File: config.mk
export PLATFORM = sky130hd
export DESIGN_NAME = sctp_packet_header_check
export DESIGN_NICKNAME = d
export VERILOG_FILES = /design/src/design/sphc_pkg.sv /design/src/design/sphc_front.sv /design/src/design/sphc_queue.sv /design/src/design/sphc_back.sv /design/src/design/sctp_packet_header_check.sv
export SDC_FILE = /design/constraint.sdc
export NUM_CORES = 1
export LEC_CHECK = 0
export BUFFER_PORTS_ARGS = -buffer_cell sky130_fd_sc_hd__buf_2
export CELL_PAD_IN_SITES_DETAIL_PLACEMENT = 0
export CELL_PAD_IN_SITES_GLOBAL_PLACEMENT = 1
export CORE_MARGIN = 2
export CORE_UTILIZATION = 50
export CTS_CLUSTER_SIZE = 28
export DETAILED_ROUTE_END_ITERATION = 6
export PLACE_DENSITY_LB_ADDON = 0.1
export SLEW_MARGIN = 10
export SYNTH_ARGS = -nofsm -noshare
export SYNTH_HDL_FRONTEND = slang
export SYNTH_SLANG_ARGS = --single-unit
File: constraint.sdc
create_clock -name clk -period 7.15 [get_ports clk]
set_input_delay 2.145 -clock clk [delete_from_list [all_inputs] [get_ports clk]]
set_output_delay 2.145 -clock clk [all_outputs]
set_load 0.1 [all_outputs]
File: src/design/sphc_pkg.sv
// ----------------------------------------------------------------------------
// SCTP header check package
// Shared types, codes and the bytewise CRC32c update.
// ----------------------------------------------------------------------------
`default_nettype none

package sphc_pkg;

    localparam int unsigned BYTE_COUNT_W = 16;

    localparam logic [BYTE_COUNT_W-1:0] HDR_BYTES = 16'd12;
    localparam logic [31:0] CRC_POLY = 32'h82F6_3B78;
    localparam logic [31:0] CRC_INIT = 32'hFFFF_FFFF;

    // where a byte falls in the common header
    typedef enum logic [2:0] {
        KIND_SRC  = 3'd0,
        KIND_DST  = 3'd1,
        KIND_TAG  = 3'd2,
        KIND_CSUM = 3'd3,
        KIND_BODY = 3'd4
    } field_kind_t;

    typedef enum logic [1:0] {
        STATUS_OK        = 2'd0,
        STATUS_TRUNCATED = 2'd1,
        STATUS_MISMATCH  = 2'd2,
        STATUS_TOO_LONG  = 2'd3
    } status_t;

    // one classified byte, front to back
    typedef struct packed {
        logic [7:0]              data_byte;
        logic                    last_byte;
        field_kind_t             kind;
        logic [1:0]              lane;      // checksum byte lane
        logic                    active;    // byte counts (length not yet overflowed)
        logic                    overflow;  // overflow flag after this byte
        logic [BYTE_COUNT_W-1:0] count;     // byte count after this byte
    } entry_t;

    localparam int unsigned ENTRY_W = $bits(entry_t);

    // reflected CRC32c, one byte
    function automatic logic [31:0] crc32c_byte(input logic [31:0] crc, input logic [7:0] b);
        logic [31:0] c;
        c = crc ^ {24'd0, b};
        for (int k = 0; k < 8; k++)
        begin
            c = {1'b0, c[31:1]} ^ (c[0] ? CRC_POLY : 32'd0);
        end
        return c;
    endfunction

endpackage

`default_nettype wire

File: src/design/sphc_front.sv
// ----------------------------------------------------------------------------
// SCTP header check front end
// Counts bytes, tracks overflow and tags each byte with its header field.
// ----------------------------------------------------------------------------
`default_nettype none

module sphc_front #(
    parameter int unsigned MAX_PACKET_BYTES = 65535
) (
    input  wire logic              clk,
    input  wire logic              rst_n,
    input  wire logic              in_valid,
    output logic                   in_ready,
    input  wire logic [7:0]        data_byte,
    input  wire logic              last_byte,
    output logic                   push_valid,
    input  wire logic              push_ready,
    output sphc_pkg::entry_t       push_entry
);

    localparam logic [sphc_pkg::BYTE_COUNT_W-1:0] MAX_COUNT =
        sphc_pkg::BYTE_COUNT_W'(MAX_PACKET_BYTES);

    logic [sphc_pkg::BYTE_COUNT_W-1:0] count_reg, count_next, count_after;
    logic                              ovf_reg, ovf_next, ovf_after;
    logic                              accept;

    assign in_ready   = push_ready;
    assign push_valid = in_valid;
    assign accept     = in_valid && push_ready;

    always_comb
    begin
        count_after = count_reg;
        ovf_after   = ovf_reg;
        if (!ovf_reg)
        begin
            if (count_reg >= MAX_COUNT)
                ovf_after = 1'b1;
            else
                count_after = count_reg + 16'd1;
        end
    end

    always_comb
    begin
        push_entry.data_byte = data_byte;
        push_entry.last_byte = last_byte;
        push_entry.lane      = count_reg[1:0];
        push_entry.active    = !ovf_reg;
        push_entry.overflow  = ovf_after;
        push_entry.count     = count_after;
        if (count_reg < 16'd2)
            push_entry.kind = sphc_pkg::KIND_SRC;
        else if (count_reg < 16'd4)
            push_entry.kind = sphc_pkg::KIND_DST;
        else if (count_reg < 16'd8)
            push_entry.kind = sphc_pkg::KIND_TAG;
        else if (count_reg < sphc_pkg::HDR_BYTES)
            push_entry.kind = sphc_pkg::KIND_CSUM;
        else
            push_entry.kind = sphc_pkg::KIND_BODY;
    end

    always_comb
    begin
        count_next = count_reg;
        ovf_next   = ovf_reg;
        if (accept)
        begin
            if (last_byte)
            begin
                count_next = '0;
                ovf_next   = 1'b0;
            end
            else
            begin
                count_next = count_after;
                ovf_next   = ovf_after;
            end
        end
    end

    always_ff @(posedge clk or negedge rst_n)
    begin
        if (!rst_n)
        begin
            count_reg <= '0;
            ovf_reg   <= 1'b0;
        end
        else
        begin
            count_reg <= count_next;
            ovf_reg   <= ovf_next;
        end
    end

endmodule

`default_nettype wire

File: src/design/sphc_queue.sv
// ----------------------------------------------------------------------------
// SCTP header check queue
// Small register FIFO between front and back end.
// ----------------------------------------------------------------------------
`default_nettype none

module sphc_queue #(
    parameter int unsigned WIDTH = 8,
    parameter int unsigned DEPTH = 2
) (
    input  wire logic             clk,
    input  wire logic             rst_n,
    input  wire logic             push_valid,
    output logic                  push_ready,
    input  wire logic [WIDTH-1:0] push_data,
    output logic                  pop_valid,
    input  wire logic             pop_ready,
    output logic [WIDTH-1:0]      pop_data
);

    localparam int unsigned PTR_W = (DEPTH > 1) ? $clog2(DEPTH) : 1;
    localparam int unsigned CNT_W = $clog2(DEPTH + 1);
    localparam logic [PTR_W-1:0] LAST_PTR = PTR_W'(DEPTH - 1);
    localparam logic [CNT_W-1:0] FULL_CNT = CNT_W'(DEPTH);

    logic [WIDTH-1:0] slot_reg [DEPTH];
    logic [PTR_W-1:0] wr_ptr_reg, wr_ptr_next, rd_ptr_reg, rd_ptr_next;
    logic [CNT_W-1:0] cnt_reg, cnt_next;
    logic             do_push, do_pop;

    assign push_ready = (cnt_reg != FULL_CNT);
    assign pop_valid  = (cnt_reg != '0);
    assign pop_data   = slot_reg[rd_ptr_reg];
    assign do_push    = push_valid && push_ready;
    assign do_pop     = pop_valid && pop_ready;

    always_comb
    begin
        wr_ptr_next = wr_ptr_reg;
        rd_ptr_next = rd_ptr_reg;
        cnt_next    = cnt_reg;
        if (do_push)
            wr_ptr_next = (wr_ptr_reg == LAST_PTR) ? '0 : wr_ptr_reg + PTR_W'(1);
        if (do_pop)
            rd_ptr_next = (rd_ptr_reg == LAST_PTR) ? '0 : rd_ptr_reg + PTR_W'(1);
        if (do_push && !do_pop)
            cnt_next = cnt_reg + CNT_W'(1);
        else if (do_pop && !do_push)
            cnt_next = cnt_reg - CNT_W'(1);
    end

    always_ff @(posedge clk or negedge rst_n)
    begin
        if (!rst_n)
        begin
            wr_ptr_reg <= '0;
            rd_ptr_reg <= '0;
            cnt_reg    <= '0;
        end
        else
        begin
            wr_ptr_reg <= wr_ptr_next;
            rd_ptr_reg <= rd_ptr_next;
            cnt_reg    <= cnt_next;
        end
    end

    always_ff @(posedge clk)
    begin
        if (do_push)
            slot_reg[wr_ptr_reg] <= push_data;
    end

endmodule

`default_nettype wire

File: src/design/sphc_back.sv
// ----------------------------------------------------------------------------
// SCTP header check back end
// Runs the CRC32c, captures header fields and builds the result.
// ----------------------------------------------------------------------------
`default_nettype none

module sphc_back (
    input  wire logic              clk,
    input  wire logic              rst_n,
    input  wire logic              pop_valid,
    output logic                   pop_ready,
    input  wire sphc_pkg::entry_t  pop_entry,
    output logic                   out_valid,
    input  wire logic              out_ready,
    output logic [1:0]             status,
    output logic [15:0]            src_port,
    output logic [15:0]            dst_port,
    output logic [31:0]            ver_tag,
    output logic [15:0]            chunk_area_length
);

    logic [31:0] crc_reg, crc_next, crc_upd;
    logic [15:0] src_reg, src_next;
    logic [15:0] dst_reg, dst_next;
    logic [31:0] tag_reg, tag_next;
    logic [31:0] csum_reg, csum_next;
    logic [7:0]  crc_in;
    logic        do_pop;

    sphc_pkg::status_t res_status;
    logic              out_valid_reg, out_valid_next;
    logic [1:0]        status_reg;
    logic [15:0]       src_out_reg, dst_out_reg, len_out_reg;
    logic [31:0]       tag_out_reg;

    assign pop_ready = !out_valid_reg || out_ready;
    assign do_pop    = pop_valid && pop_ready;

    // checksum field enters the CRC as zero
    assign crc_in  = (pop_entry.kind == sphc_pkg::KIND_CSUM) ? 8'd0 : pop_entry.data_byte;
    assign crc_upd = sphc_pkg::crc32c_byte(crc_reg, crc_in);

    // state after this byte, before the end-of-packet clear
    always_comb
    begin
        crc_next  = crc_reg;
        src_next  = src_reg;
        dst_next  = dst_reg;
        tag_next  = tag_reg;
        csum_next = csum_reg;
        if (pop_entry.active)
        begin
            crc_next = crc_upd;
            case (pop_entry.kind)
                sphc_pkg::KIND_SRC:  src_next = {src_reg[7:0], pop_entry.data_byte};
                sphc_pkg::KIND_DST:  dst_next = {dst_reg[7:0], pop_entry.data_byte};
                sphc_pkg::KIND_TAG:  tag_next = {tag_reg[23:0], pop_entry.data_byte};
                sphc_pkg::KIND_CSUM:
                begin
                    case (pop_entry.lane)
                        2'd0:    csum_next[7:0]   = csum_reg[7:0]   | pop_entry.data_byte;
                        2'd1:    csum_next[15:8]  = csum_reg[15:8]  | pop_entry.data_byte;
                        2'd2:    csum_next[23:16] = csum_reg[23:16] | pop_entry.data_byte;
                        default: csum_next[31:24] = csum_reg[31:24] | pop_entry.data_byte;
                    endcase
                end
                default: ;
            endcase
        end
    end

    always_comb
    begin
        if (pop_entry.overflow)
            res_status = sphc_pkg::STATUS_TOO_LONG;
        else if (pop_entry.count < sphc_pkg::HDR_BYTES)
            res_status = sphc_pkg::STATUS_TRUNCATED;
        else if (~crc_next != csum_next)
            res_status = sphc_pkg::STATUS_MISMATCH;
        else
            res_status = sphc_pkg::STATUS_OK;
    end

    always_comb
    begin
        out_valid_next = out_valid_reg;
        if (out_valid_reg && out_ready)
            out_valid_next = 1'b0;
        if (do_pop && pop_entry.last_byte)
            out_valid_next = 1'b1;
    end

    always_ff @(posedge clk or negedge rst_n)
    begin
        if (!rst_n)
        begin
            crc_reg       <= sphc_pkg::CRC_INIT;
            src_reg       <= '0;
            dst_reg       <= '0;
            tag_reg       <= '0;
            csum_reg      <= '0;
            out_valid_reg <= 1'b0;
        end
        else
        begin
            out_valid_reg <= out_valid_next;
            if (do_pop)
            begin
                if (pop_entry.last_byte)
                begin
                    crc_reg  <= sphc_pkg::CRC_INIT;
                    src_reg  <= '0;
                    dst_reg  <= '0;
                    tag_reg  <= '0;
                    csum_reg <= '0;
                end
                else
                begin
                    crc_reg  <= crc_next;
                    src_reg  <= src_next;
                    dst_reg  <= dst_next;
                    tag_reg  <= tag_next;
                    csum_reg <= csum_next;
                end
            end
        end
    end

    always_ff @(posedge clk)
    begin
        if (do_pop && pop_entry.last_byte)
        begin
            status_reg <= res_status;
            if (res_status == sphc_pkg::STATUS_OK)
            begin
                src_out_reg <= src_next;
                dst_out_reg <= dst_next;
                tag_out_reg <= tag_next;
                len_out_reg <= pop_entry.count - sphc_pkg::HDR_BYTES;
            end
            else
            begin
                src_out_reg <= '0;
                dst_out_reg <= '0;
                tag_out_reg <= '0;
                len_out_reg <= '0;
            end
        end
    end

    assign out_valid         = out_valid_reg;
    assign status            = status_reg;
    assign src_port          = src_out_reg;
    assign dst_port          = dst_out_reg;
    assign ver_tag           = tag_out_reg;
    assign chunk_area_length = len_out_reg;

endmodule

`default_nettype wire

File: src/design/sctp_packet_header_check.sv
// ----------------------------------------------------------------------------
// SCTP packet header check
// Byte-stream checker for the SCTP common header and CRC32c.
// ----------------------------------------------------------------------------
// Input channel (in_valid/in_ready): one packet byte per transfer in wire
// order, last_byte set on the final byte. Output channel (out_valid/
// out_ready): one result transfer per packet, carrying status (ok,
// truncated, checksum mismatch, too long) and, when ok, source port,
// destination port, verification tag and chunk area length.
// Throughput: one byte per cycle, back to back, unless the receiver stalls. The
// front end counts and classifies bytes; a two-entry queue feeds the back end,
// which does one bytewise CRC32c update per cycle while it pops.
// out_valid is registered: the last byte is written to the queue, then popped
// into the output register, which raises out_valid.
// When the receiver stalls, the result waits in the output register and
// the back end stops popping at once; the queue fills, then in_ready drops.
// Reset: clears counts, CRC and all valid flags; no packet is in flight.
// ----------------------------------------------------------------------------
`default_nettype none

module sctp_packet_header_check #(
    parameter int unsigned MAX_PACKET_BYTES = 65535,
    parameter int unsigned QUEUE_DEPTH      = 2
) (
    input  wire logic        clk,
    input  wire logic        rst_n,
    input  wire logic        in_valid,
    output logic             in_ready,
    input  wire logic [7:0]  data_byte,
    input  wire logic        last_byte,
    output logic             out_valid,
    input  wire logic        out_ready,
    output logic [1:0]       status,
    output logic [15:0]      src_port,
    output logic [15:0]      dst_port,
    output logic [31:0]      ver_tag,
    output logic [15:0]      chunk_area_length
);

    sphc_pkg::entry_t push_entry, pop_entry;
    logic             push_valid, push_ready;
    logic             pop_valid, pop_ready;
    logic [sphc_pkg::ENTRY_W-1:0] pop_bits;

    // classify each byte by position, track length
    sphc_front #(
        .MAX_PACKET_BYTES (MAX_PACKET_BYTES)
    ) u_front (
        .clk        (clk),
        .rst_n      (rst_n),
        .in_valid   (in_valid),
        .in_ready   (in_ready),
        .data_byte  (data_byte),
        .last_byte  (last_byte),
        .push_valid (push_valid),
        .push_ready (push_ready),
        .push_entry (push_entry)
    );

    // decouples front from back so either side can stall
    sphc_queue #(
        .WIDTH (sphc_pkg::ENTRY_W),
        .DEPTH (QUEUE_DEPTH)
    ) u_queue (
        .clk        (clk),
        .rst_n      (rst_n),
        .push_valid (push_valid),
        .push_ready (push_ready),
        .push_data  (push_entry),
        .pop_valid  (pop_valid),
        .pop_ready  (pop_ready),
        .pop_data   (pop_bits)
    );

    assign pop_entry = sphc_pkg::entry_t'(pop_bits);

    // CRC, field capture, result register
    sphc_back u_back (
        .clk               (clk),
        .rst_n             (rst_n),
        .pop_valid         (pop_valid),
        .pop_ready         (pop_ready),
        .pop_entry         (pop_entry),
        .out_valid         (out_valid),
        .out_ready         (out_ready),
        .status            (status),
        .src_port          (src_port),
        .dst_port          (dst_port),
        .ver_tag           (ver_tag),
        .chunk_area_length (chunk_area_length)
    );

endmodule

`default_nettype wire
==> impl_metrics.yaml <==
status:
  outcome: "finished, final reports clean"
detailed_routing:
  drt_iter0_drc: 942
  vias: 10900
  ant_nets: 0
  drc: 0
  vias_per_cell: 5.84
  first_pass_iters: 5
  drt-total-wl_um: 41200
  wl_per_cell_um: 22.0
layout:
  multi_input_area_mm2: 0.00698
  fin_util_pct: 57.2
  final_nets: 1461
  layout_commonest_cell: "nor2_1"
  fillers: 2625
  drive_above_1_share_pct: 16.2
  diodes: 0
  largest_register_ffs: 64
  seq_area_mm2: 0.00818
  areaGrowthSynthToFinish_pct: 12.6
  mostFrequentLayoutCells: "161 x nor2_1, 146 x edfxtp_1, 126 x a21oi_1"
logic_synthesis:
  syn_area_per_cell_um2: 11.3
  ys_ff_latch: 296
  synthCells: 1380
  synthArstFlopShare_pct: 50.7
  synth_edf_count: 146
  yosysSeqAreaShare_pct: 52.6
  netlist_area_mm2: 0.0156
  ys.flop_type: "edfxtp_1"
  syn-num-nets: 1396
  ys_types: 62
  yosys_warnings: 0
critical_path:
  critPathSlowestCell: "dfrtp_4"
  end_kind: "flip-flop"
  worst_ep_required_time_ps: 7480
  arrival_ps: 5770
  cp_max_fo: 54
  slowest_delay_ps: 850
  cp_cell_sequence: "and4bb_2, nor2_1, nand2_1, xor2_1, xnor2_2, xnor3_1, a21oi_1, nand4_1, a21o_1, or3_2, buf_4, a211oi_1"
  timing_worst_setup_path_type: "reg -> reg"
  worstSetupStartpointType: "flip-flop"
timing:
  hold_violations: 0
  fin_tns_setup_ps: 0
  fmax_ghz: 0.184
  setup_viol: 0
  fin_crit_ps: 5440
  fin_skew_ps: 14.5
  period_share_pct: 76.0
  finalMaxSlewViolations: 0
  tightest_slew_ps: 1210
  rsz0062_at_grt: "no"
  slew_headroom_pct: 19.4
grt:
  grt_pass1_wl_um: 63300
  gr-usage-all-layers_pct: 25.1
  grt_pass1_vias: 10300
  grt_max_degree: 68
  grt_overflow: 0
  antenna_found_initial: 0
placed_design:
  place.gp.congestion: 0.946
  hpwl_um: 28200
  portBuffers: 96
clocking:
  hold_buffers: 0
  clock_sinks: 296
  numCtsBuffers: 35
  clkTransAtPathRegs_ps: 60
  clockRootBuffer: "clkbuf_16"
  post-cts-setup-buffer-count: 0
  clk_path_buf_depth: 3
  htree_levels: 2
  cts_tree: "yes"
  post_cts_resized: 0
  clk_latency_ps: 520
worst_hold_path:
  hp-class: "reg -> reg"
die:
  start_util_pct: 50.8
  io_pins: 97
  core_mm2: 0.0306
  die_x_um: 180
  die_h_um: 180
  dieArea_mm2: 0.0325
  fp-row-count: 64
flow_run:
  max-cap-violations: 0
[cell usage after synthesis, types with 6 or more instances]
cell      instances  area [µm²]
o31ai_1          10        75.1
nor3_1           25         125
buf_2            26         130
inv_1            12        45.0
a31oi_1          14        87.6
nor2_1          167         627
mux2_2           14         158
nor4_1            6        37.5
xnor3_1          30         676
and3_1            7        43.8
a22oi_1           6        45.0
o22a_1            7        61.3
xnor2_1         124        1090
a211oi_1         25         188
and2_1            9        56.3
mux2i_1          62         621
nand2_1         102         383
nand3_1          15        75.1
a21oi_1         127         636
nand2b_1          8        50.1
xor2_1           58         508
dfstp_2          32         841
edfxtp_1        146        4380
clkbuf_1         60         225
a22o_1           70         613
o21ai_0          21         105
dfrtp_1         118        2950
[routing by layer]
| layer | up-vias | global-route usage (%) | wire (µm) |
|---|---|---|---|
| met5 | - | 0 | 0 |
| met4 | 0 | 5.68 | 741 |
| met3 | 56 | 3.98 | 2770 |
| met2 | 388 | 37.4 | 18200 |
| met1 | 5377 | 38.8 | 19400 |
| li1 | 5086 | - | - |
[logic make-up after synthesis]
family	Yosys count	share of synthesized area [%]
buf+inv	104	2.82
mux	77	5.15
flops	296	52.6
fa+ha+maj	3	0.241
simple gates	374	10.7
xor+xnor	218	15.4
compound gates	308	13.1
[per-stage QoR]
| stage | hold slack (ps) | std cells | cell area (µm²) | worst slack (ps) |
|---|---|---|---|---|
| 4_1_cts | 502 | 1868 | 17500 | 1710 |
| 2_1_floorplan | 461 | 1380 | 15600 | 1130 |
| 3_5_place_dp | 481 | 1804 | 16400 | 1720 |
| 6_report | 501 | 1868 | 17500 | 1710 |
| 3_3_place_gp | 476 | 1804 | 16400 | 1830 |
| 5_1_grt | 510 | 1868 | 17500 | 1340 |
[area by class of cell]
cell class	instances	area share, %
clock buffers	55	6.07
clock inverters	9	0.379
inverters	12	0.257
multi-input cells	980	39.9
flip-flops and latches	296	46.7
well taps	396	2.83
repair buffers	120	3.88
[critical path, delay by kind of cell (launching register included)]
kind                      cells  cell delay [ps]
AOI/OAI and AO/OA             3              680
xor gates and xnor gates      3             1330
buffers and inverters         1              420
DFF                           1              850
and+or+nand+nor               5             1930
[path summary, 6_finish.rpt]
kind,depth (start not counted),slack (ps),from,endpoint
max in group asynchronous,2,4350,rst_n,u_back.tag_reg[13]
min in group asynchronous,1,1560,rst_n,u_back.dst_reg[13]
worst max-delay path,12,1710,u_queue.rd_ptr_reg,u_back.src_port[0]
worst min register to register,1,500,u_back.dst_reg[11],u_back.dst_reg[11]
worst min-delay path,1,500,u_back.dst_reg[11],u_back.dst_reg[11]
worst max register to register,12,1710,u_queue.rd_ptr_reg,u_back.src_port[0]
Power is left out: the tool's default activity adds up to more than one toggle a clock period on the data nets, which glitch-free logic cannot reach.
